`src/sv/hlt_pkg.sv`:
```
// Package: shared types and constants for the heartbeat liveness table.
`timescale 1ns / 1ps
`default_nettype none

package hlt_pkg;

    localparam int MAX_ENTRIES_DEF = 8;
    localparam int ID_W            = 22;
    localparam int TIME_W          = 32;
    localparam int TIMEOUT_W       = 8;
    localparam int MASK_W          = 8;
    localparam int COUNT_W         = 4;
    localparam int CFG_INDEX_W     = 4;
    localparam int CFG_DATA_W      = 32;

    localparam logic [TIMEOUT_W-1:0] TIMEOUT_RESET = 8'd3;
    localparam logic [ID_W-1:0]      OWN_ID_RESET  = '0;
    localparam logic [COUNT_W-1:0]   COUNT_MAX     = '1;

    typedef enum logic [CFG_INDEX_W-1:0] {
        CFG_TIMEOUT = 4'd0,
        CFG_OWN_ID  = 4'd1
    } cfg_index_t;

    typedef enum logic [1:0] {
        MODE_REGISTER  = 2'd0,
        MODE_HEARTBEAT = 2'd1,
        MODE_CHECK     = 2'd2
    } mode_t;

    // Item token walking down the cell chain, with results gathered on the way.
    typedef struct packed {
        logic                vld;
        mode_t               mode;
        logic [ID_W-1:0]     client_id;
        logic [TIME_W-1:0]   time_value;
        logic                claim;
        logic                accepted;
        logic [MASK_W-1:0]   alive_mask;
        logic [MASK_W-1:0]   newly_dead_mask;
        logic [MASK_W-1:0]   newly_alive_mask;
        logic [COUNT_W-1:0]  client_count;
    } token_t;

endpackage

`default_nettype wire

```
`src/sv/hlt_ifs.sv`:
```
// Interfaces: item, result and configuration channels.
`timescale 1ns / 1ps
`default_nettype none

interface hlt_item_if;
    logic                        valid;
    logic                        ready;
    logic [1:0]                  mode;
    logic [hlt_pkg::ID_W-1:0]    client_id;
    logic [hlt_pkg::TIME_W-1:0]  time_value;

    modport source (output valid, mode, client_id, time_value, input ready);
    modport sink   (input valid, mode, client_id, time_value, output ready);
endinterface

interface hlt_result_if;
    logic                         valid;
    logic                         ready;
    logic                         accepted;
    logic [hlt_pkg::MASK_W-1:0]   alive_mask;
    logic [hlt_pkg::MASK_W-1:0]   newly_dead_mask;
    logic [hlt_pkg::MASK_W-1:0]   newly_alive_mask;
    logic [hlt_pkg::COUNT_W-1:0]  client_count;

    modport source (output valid, accepted, alive_mask, newly_dead_mask,
                    newly_alive_mask, client_count, input ready);
    modport sink   (input valid, accepted, alive_mask, newly_dead_mask,
                    newly_alive_mask, client_count, output ready);
endinterface

interface hlt_cfg_if;
    logic                             valid;
    logic                             ready;
    logic [hlt_pkg::CFG_INDEX_W-1:0]  index;
    logic [hlt_pkg::CFG_DATA_W-1:0]   data;

    modport source (output valid, index, data, input ready);
    modport sink   (input valid, index, data, output ready);
endinterface

`default_nettype wire

```
`src/sv/hlt_cell.sv`:
```
// One table slot: holds a client entry and updates the passing token.
`timescale 1ns / 1ps
`default_nettype none

module hlt_cell #(
    parameter int SLOT_INDEX = 0
) (
    input  wire logic                              clk,
    input  wire logic                              rst_n,
    input  wire logic                              adv,
    input  wire logic [hlt_pkg::TIMEOUT_W-1:0]     timeout,
    input  wire hlt_pkg::token_t                   tok_in,
    output      hlt_pkg::token_t                   tok_out
);

    localparam int MW = hlt_pkg::MASK_W;
    localparam logic [MW-1:0] SLOT_BIT = (SLOT_INDEX < MW) ? (MW'(1) << SLOT_INDEX) : '0;

    logic [hlt_pkg::ID_W-1:0]    id_reg, id_next;
    logic [hlt_pkg::TIME_W-1:0]  time_reg, time_next;
    logic                        valid_reg, valid_next;
    logic                        alive_reg, alive_next;
    logic [hlt_pkg::TIME_W-1:0]  gap;
    hlt_pkg::token_t             tok_reg, tok_next;

    always_comb
    begin
        tok_next   = tok_in;
        id_next    = id_reg;
        time_next  = time_reg;
        valid_next = valid_reg;
        alive_next = alive_reg;
        gap        = tok_in.time_value - time_reg;
        if (tok_in.vld)
        begin
            case (tok_in.mode)
                hlt_pkg::MODE_REGISTER:
                begin
                    // slots fill in order, so the first free cell is the next slot
                    if (!tok_in.claim && !valid_reg)
                    begin
                        tok_next.claim    = 1'b1;
                        tok_next.accepted = 1'b1;
                        valid_next        = 1'b1;
                        alive_next        = 1'b1;
                        id_next           = tok_in.client_id;
                        time_next         = tok_in.time_value;
                    end
                end
                hlt_pkg::MODE_HEARTBEAT:
                begin
                    if (!tok_in.claim && valid_reg && id_reg == tok_in.client_id)
                    begin
                        tok_next.claim    = 1'b1;
                        tok_next.accepted = 1'b1;
                        time_next         = tok_in.time_value;
                        if (!alive_reg)
                        begin
                            alive_next = 1'b1;
                            tok_next.newly_alive_mask = tok_in.newly_alive_mask | SLOT_BIT;
                        end
                    end
                end
                hlt_pkg::MODE_CHECK:
                begin
                    if (valid_reg)
                    begin
                        if (gap > {{(hlt_pkg::TIME_W-hlt_pkg::TIMEOUT_W){1'b0}}, timeout})
                        begin
                            if (alive_reg)
                            begin
                                alive_next = 1'b0;
                                tok_next.newly_dead_mask = tok_in.newly_dead_mask | SLOT_BIT;
                            end
                        end
                        else if (!alive_reg)
                        begin
                            alive_next = 1'b1;
                            tok_next.newly_alive_mask = tok_in.newly_alive_mask | SLOT_BIT;
                        end
                    end
                end
                default:
                begin
                end
            endcase
        end
        if (valid_next && alive_next)
        begin
            tok_next.alive_mask = tok_in.alive_mask | SLOT_BIT;
        end
        if (valid_next && tok_in.client_count != hlt_pkg::COUNT_MAX)
        begin
            tok_next.client_count = tok_in.client_count + 1'b1;
        end
    end

    always_ff @(posedge clk or negedge rst_n)
    begin
        if (!rst_n)
        begin
            valid_reg <= 1'b0;
            alive_reg <= 1'b0;
            tok_reg   <= '0;
        end
        else if (adv)
        begin
            tok_reg <= tok_next;
            if (tok_in.vld)
            begin
                valid_reg <= valid_next;
                alive_reg <= alive_next;
            end
        end
    end

    always_ff @(posedge clk)
    begin
        if (adv && tok_in.vld)
        begin
            id_reg   <= id_next;
            time_reg <= time_next;
        end
    end

    assign tok_out = tok_reg;

endmodule

`default_nettype wire

```
`src/sv/heartbeat_liveness_table.sv`:
```
// Top level: heartbeat liveness table built as a chain of slot cells.
//
//  channel  | dir | handshake     | payload
//  ---------+-----+---------------+-----------------------------------------------
//  cfg      | in  | valid / ready | index, data (timeout_seconds, own_id)
//  item     | in  | valid / ready | mode, client_id, time_value
//  result   | out | valid / ready | accepted, alive_mask, newly_dead_mask,
//           |     |               | newly_alive_mask, client_count
//
// An item walks the cell chain one slot per cycle, one item accepted per cycle, while
// the result is not stalled. The last cell's token register is the result register.
// A stalled result freezes the whole chain; item.ready = !result.valid || result.ready.
// Reset clears slot valid/alive flags at once; no clearing pass. cfg.ready is always high.
`timescale 1ns / 1ps
`default_nettype none

module heartbeat_liveness_table #(
    parameter int MAX_ENTRIES = hlt_pkg::MAX_ENTRIES_DEF
) (
    input  wire logic     clk,
    input  wire logic     rst_n,
    hlt_cfg_if.sink       cfg,
    hlt_item_if.sink      item,
    hlt_result_if.source  result
);

    logic [hlt_pkg::TIMEOUT_W-1:0]  timeout_reg;
    logic [hlt_pkg::ID_W-1:0]       own_id_reg;
    hlt_pkg::token_t                item_tok;
    hlt_pkg::token_t                tok [0:MAX_ENTRIES];
    logic                           adv;

    assign cfg.ready = 1'b1;

    always_ff @(posedge clk or negedge rst_n)
    begin
        if (!rst_n)
        begin
            timeout_reg <= hlt_pkg::TIMEOUT_RESET;
            own_id_reg  <= hlt_pkg::OWN_ID_RESET;
        end
        else if (cfg.valid)
        begin
            unique case (hlt_pkg::cfg_index_t'(cfg.index))
                hlt_pkg::CFG_TIMEOUT: timeout_reg <= cfg.data[hlt_pkg::TIMEOUT_W-1:0];
                hlt_pkg::CFG_OWN_ID:  own_id_reg  <= cfg.data[hlt_pkg::ID_W-1:0];
                default:
                begin
                end
            endcase
        end
    end

    assign adv        = !tok[MAX_ENTRIES].vld || result.ready;
    assign item.ready = adv;

    always_comb
    begin
        item_tok                = '0;
        item_tok.vld            = item.valid;
        item_tok.mode           = hlt_pkg::mode_t'(item.mode);
        item_tok.client_id      = item.client_id;
        item_tok.time_value     = item.time_value;
        // own id never registers: pre-claim so no cell takes it
        item_tok.claim          = (item.mode == hlt_pkg::MODE_REGISTER)
                                  && (item.client_id == own_id_reg);
        item_tok.accepted       = (item.mode == hlt_pkg::MODE_CHECK);
    end

    assign tok[0] = item_tok;

    for (genvar i = 0; i < MAX_ENTRIES; i++)
    begin : g_cell
        hlt_cell #(
            .SLOT_INDEX (i)
        ) u_cell (
            .clk     (clk),
            .rst_n   (rst_n),
            .adv     (adv),
            .timeout (timeout_reg),
            .tok_in  (tok[i]),
            .tok_out (tok[i+1])
        );
    end

    assign result.valid            = tok[MAX_ENTRIES].vld;
    assign result.accepted         = tok[MAX_ENTRIES].accepted;
    assign result.alive_mask       = tok[MAX_ENTRIES].alive_mask;
    assign result.newly_dead_mask  = tok[MAX_ENTRIES].newly_dead_mask;
    assign result.newly_alive_mask = tok[MAX_ENTRIES].newly_alive_mask;
    assign result.client_count     = tok[MAX_ENTRIES].client_count;

endmodule

`default_nettype wire

```
`src/flat_wrapper.sv`:
```
// flat-port wrapper written by rule: the top's interface ports become plain ports
module heartbeat_liveness_table_flat 
#(
    parameter int MAX_ENTRIES = hlt_pkg::MAX_ENTRIES_DEF
)
  (clk, rst_n, cfg_valid, cfg_index, cfg_data, cfg_ready, item_valid, item_mode, item_client_id, item_time_value, item_ready, result_valid, result_accepted, result_alive_mask, result_newly_dead_mask, result_newly_alive_mask, result_client_count, result_ready);
  hlt_cfg_if cfg_i ();
  hlt_item_if item_i ();
  hlt_result_if result_i ();
  input  wire logic clk;
  input  wire logic rst_n;
  input wire logic [$bits(cfg_i.valid)-1:0] cfg_valid;
  input wire logic [$bits(cfg_i.index)-1:0] cfg_index;
  input wire logic [$bits(cfg_i.data)-1:0] cfg_data;
  output wire logic [$bits(cfg_i.ready)-1:0] cfg_ready;
  input wire logic [$bits(item_i.valid)-1:0] item_valid;
  input wire logic [$bits(item_i.mode)-1:0] item_mode;
  input wire logic [$bits(item_i.client_id)-1:0] item_client_id;
  input wire logic [$bits(item_i.time_value)-1:0] item_time_value;
  output wire logic [$bits(item_i.ready)-1:0] item_ready;
  output wire logic [$bits(result_i.valid)-1:0] result_valid;
  output wire logic [$bits(result_i.accepted)-1:0] result_accepted;
  output wire logic [$bits(result_i.alive_mask)-1:0] result_alive_mask;
  output wire logic [$bits(result_i.newly_dead_mask)-1:0] result_newly_dead_mask;
  output wire logic [$bits(result_i.newly_alive_mask)-1:0] result_newly_alive_mask;
  output wire logic [$bits(result_i.client_count)-1:0] result_client_count;
  input wire logic [$bits(result_i.ready)-1:0] result_ready;
  assign cfg_i.valid = cfg_valid;
  assign cfg_i.index = cfg_index;
  assign cfg_i.data = cfg_data;
  assign cfg_ready = cfg_i.ready;
  assign item_i.valid = item_valid;
  assign item_i.mode = item_mode;
  assign item_i.client_id = item_client_id;
  assign item_i.time_value = item_time_value;
  assign item_ready = item_i.ready;
  assign result_valid = result_i.valid;
  assign result_accepted = result_i.accepted;
  assign result_alive_mask = result_i.alive_mask;
  assign result_newly_dead_mask = result_i.newly_dead_mask;
  assign result_newly_alive_mask = result_i.newly_alive_mask;
  assign result_client_count = result_i.client_count;
  assign result_i.ready = result_ready;
  heartbeat_liveness_table #(.MAX_ENTRIES(MAX_ENTRIES)) u_core (.clk(clk), .rst_n(rst_n), .cfg(cfg_i), .item(item_i), .result(result_i));
endmodule
```
`config.mk`:
```
export PLATFORM = sky130hd
export DESIGN_NAME = heartbeat_liveness_table_flat
export DESIGN_NICKNAME = d
export VERILOG_FILES = /design/src/sv/hlt_pkg.sv /design/src/sv/hlt_ifs.sv /design/src/sv/hlt_cell.sv /design/src/sv/heartbeat_liveness_table.sv /design/src/flat_wrapper.sv
export SDC_FILE = /design/constraint.sdc
export NUM_CORES = 2
export LEC_CHECK = 0
export BUFFER_PORTS_ARGS = -buffer_cell sky130_fd_sc_hd__buf_2
export CAP_MARGIN = 20
export CORE_MARGIN = 1.5
export CORE_UTILIZATION = 50
export CTS_CLUSTER_DIAMETER = 50
export DETAILED_ROUTE_END_ITERATION = 8
export GPL_TIMING_DRIVEN = 0
export PLACE_DENSITY_LB_ADDON = 0.05
export SYNTH_ARGS = -nofsm -noshare
export SYNTH_HDL_FRONTEND = slang
export SYNTH_HIERARCHICAL = 1
export SYNTH_SLANG_ARGS = --single-unit
```
`constraint.sdc`:
```
create_clock -name clk -period 13.75 [get_ports clk]
set_input_delay 0.6875 -clock clk [delete_from_list [all_inputs] [get_ports clk]]
set_output_delay 0.6875 -clock clk [all_outputs]
set_load 0.02 [all_outputs]
```
[Yosys cells after proc, flatten, opt, wreduce, memory -nomap -nowiden]
Cells that the tools add are included.
Operators by class
  add/subtract/negate cells: 15
  multipliers: 0
  div/mod/pow operators: 0
  $lt $le $gt $ge: 8
  equality and inequality tests: 49
  shifts and indexed selects: 0
  multiplexer cells: 216
  bitwise gates (word level): 0
  reductions and logical operators: 109
Operator list (count)
  2-to-1 mux 32 bit: 16
  one-hot mux 32 bit (2 select lines): 8
  > comparator 32 x 8 -> 1 bit: 8
  subtractor 32 bit: 8
  == test 22 bit: 9
  one-hot mux 8 bit (2 select lines): 8
  2-to-1 mux 8 bit: 11
  2-to-1 mux 1 bit: 71
  2-to-1 mux 16 bit: 4
  2-to-1 mux 2 bit: 28
  2-to-1 mux 4 bit: 14
  2-to-1 mux 7 bit: 7
  logical AND 1 bit: 48
  2-to-1 mux 6 bit: 7
  AND reduction 5 bit: 8
  2-to-1 mux 5 bit: 7
  inequality test 2 bit (second input constant): 16
  AND reduction 4 bit: 8
  2-to-1 mux 15 bit: 2
  adder 4 x 1 -> 4 bit (second input constant): 7
  2-to-1 mux 14 bit: 2
  inequality test 4 bit (second input constant): 7
  one-hot mux 2 bit (2 select lines): 7
  2-to-1 mux 13 bit: 2
  15 further kinds: 84
Storage, ports and cells
  flip-flop bits (word level): 1099
  latch bits: 0
  memory bits (writable): 0
  bits in read-only memories: 0
  input port bits: 97
  output and inout bits: 32
  word-level logic and storage cells: 507
  memories: 0

[Depth between registers and ports, before layout]
  depth in word-level cells: 10
  depth in mapped cells: 19
  gate-level depth less buffers: 19

[Hierarchy]
The synthesis kept the hierarchy.
Modules (own cells, without submodules)
  hlt_cell at u_core.g_cell[4].u_cell: times used 1, cells an instance 733, area each 8187.9 sq um, seq. area each 3848.7 sq um
  hlt_cell at u_core.g_cell[0].u_cell: times used 1, cells an instance 736, area each 8079.0 sq um, seq. area each 3848.7 sq um
  hlt_cell at u_core.g_cell[5].u_cell: times used 1, cells an instance 724, area each 8072.7 sq um, seq. area each 3848.7 sq um
  hlt_cell at u_core.g_cell[7].u_cell: times used 1, cells an instance 707, area each 7920.1 sq um, seq. area each 3848.7 sq um
  hlt_cell at u_core.g_cell[1].u_cell: times used 1, cells an instance 702, area each 7916.3 sq um, seq. area each 3848.7 sq um
  hlt_cell at u_core.g_cell[3].u_cell: times used 1, cells an instance 699, area each 7912.6 sq um, seq. area each 3848.7 sq um
  hlt_cell at u_core.g_cell[6].u_cell: times used 1, cells an instance 711, area each 7828.8 sq um, seq. area each 3848.7 sq um
  hlt_cell at u_core.g_cell[2].u_cell: times used 1, cells an instance 683, area each 7751.2 sq um, seq. area each 3848.7 sq um
  heartbeat_liveness_table: times used 1, cells an instance 101, area each 1431.4 sq um, seq. area each 753.2 sq um

[Worst setup path after synthesis]
No wires, ideal clock.
  path kind: input to register
  start: input port result_ready
  end: register u_core/g_cell[2].u_cell/time_reg[0] (netlist name) (enable)
  library setup time: 0.595 ns
  arrival: 6.867 ns
  data required time: 13.155 ns
  slack: 6.288 ns
  cell stages on the path: 5
  path buffers: 2
  cells stage by stage: nand2b_1 > clkbuf_1 > clkbuf_1 > nand2_1 > a2111oi_0
Between the ends
  cells in the longest elaborated chain, start to end: 3
RTL lines
  start: declaration: RTL line flat_wrapper.sv:27  | input wire logic [$bits(result_i.ready)-1:0] result_ready;
  logical OR 1 bit: RTL line heartbeat_liveness_table.sv:54  | assign adv = !tok[MAX_ENTRIES].vld || result.ready;
  logical AND 1 bit: RTL line hlt_cell.sv:119  | if (adv && tok_in.vld)
  AND reduction 5 bit (no line)
  end signal: assignment: RTL line hlt_cell.sv:122  | time_reg <= time_next;
  end: declaration: RTL line hlt_cell.sv:20  | logic [hlt_pkg::TIME_W-1:0] time_reg, time_next;
Every way passes these cells.
A chain may end at the register's enable or synchronous reset.

[Worst setup path in the final report]
  start: register u_core.g_cell[2].u_cell.tok_reg (netlist bit u_core/g_cell[2].u_cell/tok_out[30])
  end: register u_core.g_cell[3].u_cell.tok_reg (netlist bit u_core/g_cell[3].u_cell/tok_out[23])
Between the ends
  cells in the longest elaborated chain, start to end: 8
RTL lines
  start: declaration: RTL line hlt_cell.sv:24  | hlt_pkg::token_t tok_reg, tok_next;
  start signal: assignment: RTL line hlt_cell.sv:108  | tok_reg <= tok_next;
  subtractor 32 bit: RTL line hlt_cell.sv:33  | gap = tok_in.time_value - time_reg;
  > comparator 32 x 8 -> 1 bit: RTL line hlt_cell.sv:68  | if (gap > {{(hlt_pkg::TIME_W-hlt_pkg::TIMEOUT_W){1'b0}}, timeout})
  2-to-1 mux 1 bit: RTL line hlt_cell.sv:68
  2-to-1 mux 1 bit: RTL line hlt_cell.sv:66  | if (valid_reg)
  one-hot mux 1 bit (3 select lines): RTL line hlt_cell.sv:36  | case (tok_in.mode)
  2-to-1 mux 1 bit: RTL line hlt_cell.sv:34  | if (tok_in.vld)
  logical AND 1 bit: RTL line hlt_cell.sv:88  | if (valid_next && alive_next)
  2-to-1 mux 4 bit: RTL line hlt_cell.sv:88
  end signal: assignment: RTL line hlt_cell.sv:108
  end: declaration: RTL line hlt_cell.sv:24
Every way passes these cells.

==> impl_metrics.ini <==
[timing]
fmax_mhz = 207
final_max_slew_viol_count = 0
rsz0062_at_grt = no
finClkSkew_ns = 0.0209
final.setup.worst_slack_ns = 8.92
finalSetupTns_ns = 0
slew_headroom_pct = 21.0
hold_violations = 0
setup_viol = 0
period_needed_ns = 4.83
tightest_slew_ns = 1.18
finalCritPeriodShare_pct = 35.1

[die]
die_h_um = 358
core_mm2 = 0.125
start_util_pct = 50.3
die_w_um = 358
num_io_pins = 129
rows = 130
die_area_mm2 = 0.128

[synthesis]
synthCells = 5673
syn_avg_cell_area_um2 = 11.1
yosysWarnings = 6
synth_area_mm2 = 0.0630

[layout]
areaGrowthSynthToFinish_pct = 13.2
final_area_mm2 = 0.0713
largest_reg_flops = 639
seqCellArea_mm2 = 0.0301
utilization_pct = 56.9
layout-drive-gt1-share_pct = 19.9
fin_nets = 6474
multi_input_area_mm2 = 0.0303
num-fill-cells = 10900

[status]
status = complete, no violations

[clocking]
max-clock-path-buffers = 3
cts_max_level = 4
clock_sinks = 1117
cts-buffers-inserted = 140
clkLatencyLatePin_ns = 0.75
cts_resized = 0
cts_tree = done
postCtsSetupBuffers = 0
cts-root-buf = clkbuf_16
path_clk_slew_ns = 0.06

[global_route]
grt_max_degree = 117
groute.usage.overall_pct = 25.5
antenna_found_initial = 1
first_global_vias = 43800
grt_first_pass_wirelength_um = 253000
overflow = 0

[power]
powerDensity_mw_per_mm2 = 244
p_clk_share_pct = 21.2
p_int_mw = 10.3
total_power_mw = 17.4
power_leakage_nw = 29.8
p_comb_share_pct = 45.4
p_sw_share_pct = 40.8
pwr-share-seq_pct = 33.4
p_sw_mw = 7.08
irDropWorstVdd_v = 0.000131

[detailed_routing]
post-route-drc-count = 0
finalWirelength_um = 163000
drt_iter0_markers = 2664
ant_nets = 0
num_vias = 44400
wl_per_cell_um = 20.9
dr.pass1.iters = 8
viasPerCell = 5.70

[worst_setup_path]
required_ns = 14.41
worstSetupEndpointType = flip-flop
crit_arrival_ns = 5.49
startpoint_type = flip-flop
path_max_fanout = 4
critical_path_class = reg -> reg

[placement]
gp_congestion = 0.879
place_area_mm2 = 0.0665
numPortBuffers = 117
dp_hpwl_um = 126000
place_ws_ns = 8.84

[worst_hold_path]
worstHoldPathType = in -> reg

[flow_run]
maxCapViolations = 0
[area by class of cell]
type,instances,share of cell area [%]
Antenna cell,3,0.0105
Buffer,204,1.55
Clock buffer,194,5.64
Clock inverter,66,1.02
Inverter,450,2.37
Multi-Input combinational cell,3938,42.5
Sequential cell,1117,42.2
Tap cell,1650,2.89
Timing Repair Buffer,166,1.82
[final timing paths]
kind	startpoint	end	slack [ns]	cells past startpoint
setup / recovery	u_core/g_cell[2].u_cell/tok_out[30]	u_core/g_cell[3].u_cell/tok_out[23]	8.92	18
hold / removal	item_time_value[0]	u_core/g_cell[0].u_cell/time_reg[0]	0.17	1
setup reg to reg	u_core/g_cell[2].u_cell/tok_out[30]	u_core/g_cell[3].u_cell/tok_out[23]	8.92	18
hold reg to reg	u_core/g_cell[6].u_cell/tok_out[35]	u_core/g_cell[7].u_cell/time_reg[5]	0.48	0
max in group asynchronous	rst_n	u_core/g_cell[0].u_cell/tok_out[74]	11.31	5
min in group asynchronous	rst_n	u_core/g_cell[4].u_cell/tok_out[38]	0.40	2
[worst max-delay path, cell delays in order, from the launching register on]
cell and delay, ns:
dfrtp_1 0.40, inv_1 0.06, ha_1 0.22, fa_1 0.40, nand2b_2 0.21, a21o_1 0.21
nand2_1 0.09, xor2_1 0.16, ha_1 0.26, o21ai_0 0.15, nor2_1 0.06, o22ai_1 0.27
o21ai_0 0.20, nor4_1 0.25, nand4_1 0.11, or4_1 0.48, nor4_2 0.76, a41oi_1 0.25
a31oi_1 0.20
[cell usage in the layout, fill, tap and decap left out, types with 38 or more instances in the layout]
master     count
a211oi_1      43
a21o_1        84
a21oi_1      405
a31oi_1       42
buf_2        146
buf_4         38
clkbuf_1     154
clkbuf_16    147
conb_1        38
dfrtp_1      683
edfxtp_1     432
ha_1         352
inv_1        446
mux2_2       598
nand2_1      312
nand2b_1      52
nand3_1       52
nand4_1      144
nor2_1       284
nor3_1        92
nor4_1        51
o211ai_1      68
o21a_1        64
o21ai_0      207
xnor2_1      180
xor2_1       172
[power groups by stage]
| stage | Combinational [mW] | Clock [mW] | Sequential [mW] |
|---|---|---|---|
| floorplan | 5.99 | 0 | 5.34 |
| global placement | 7.61 | 0 | 5.90 |
| detailed placement | 7.82 | 0 | 5.87 |
| CTS | 7.87 | 3.78 | 5.82 |
| global route | 8.77 | 3.92 | 5.95 |
| finish | 7.89 | 3.69 | 5.80 |
[stage by stage]
step	hold WS [ns]	std cells
2_1_floorplan	0.392	5709
3_3_place_gp	0.469	7476
3_5_place_dp	0.476	7520
4_1_cts	0.110	7781
5_1_grt	0.125	7785
6_report	0.169	7788
[routing by layer]
metal / global-route usage [%] / part of all wire, % / routed length [um] / vias up
li1: - / - / - / 21500
met1: 34.2 / 46 / 74100 / 21800
met2: 42.5 / 48 / 77500 / 826
met3: 3.39 / 3.5 / 5640 / 267
met4: 8.81 / 3.3 / 5350 / 0
met5: 0 / 0 / 0 / -
[timing repair]
item / 4_1_cts / 5_1_grt
hold endpoints to repair: 34 / 0
hold buffers: 1 / 0
setup endpoints to repair: 0 / 0
Note: power is estimated with default switching activity, not from simulation.
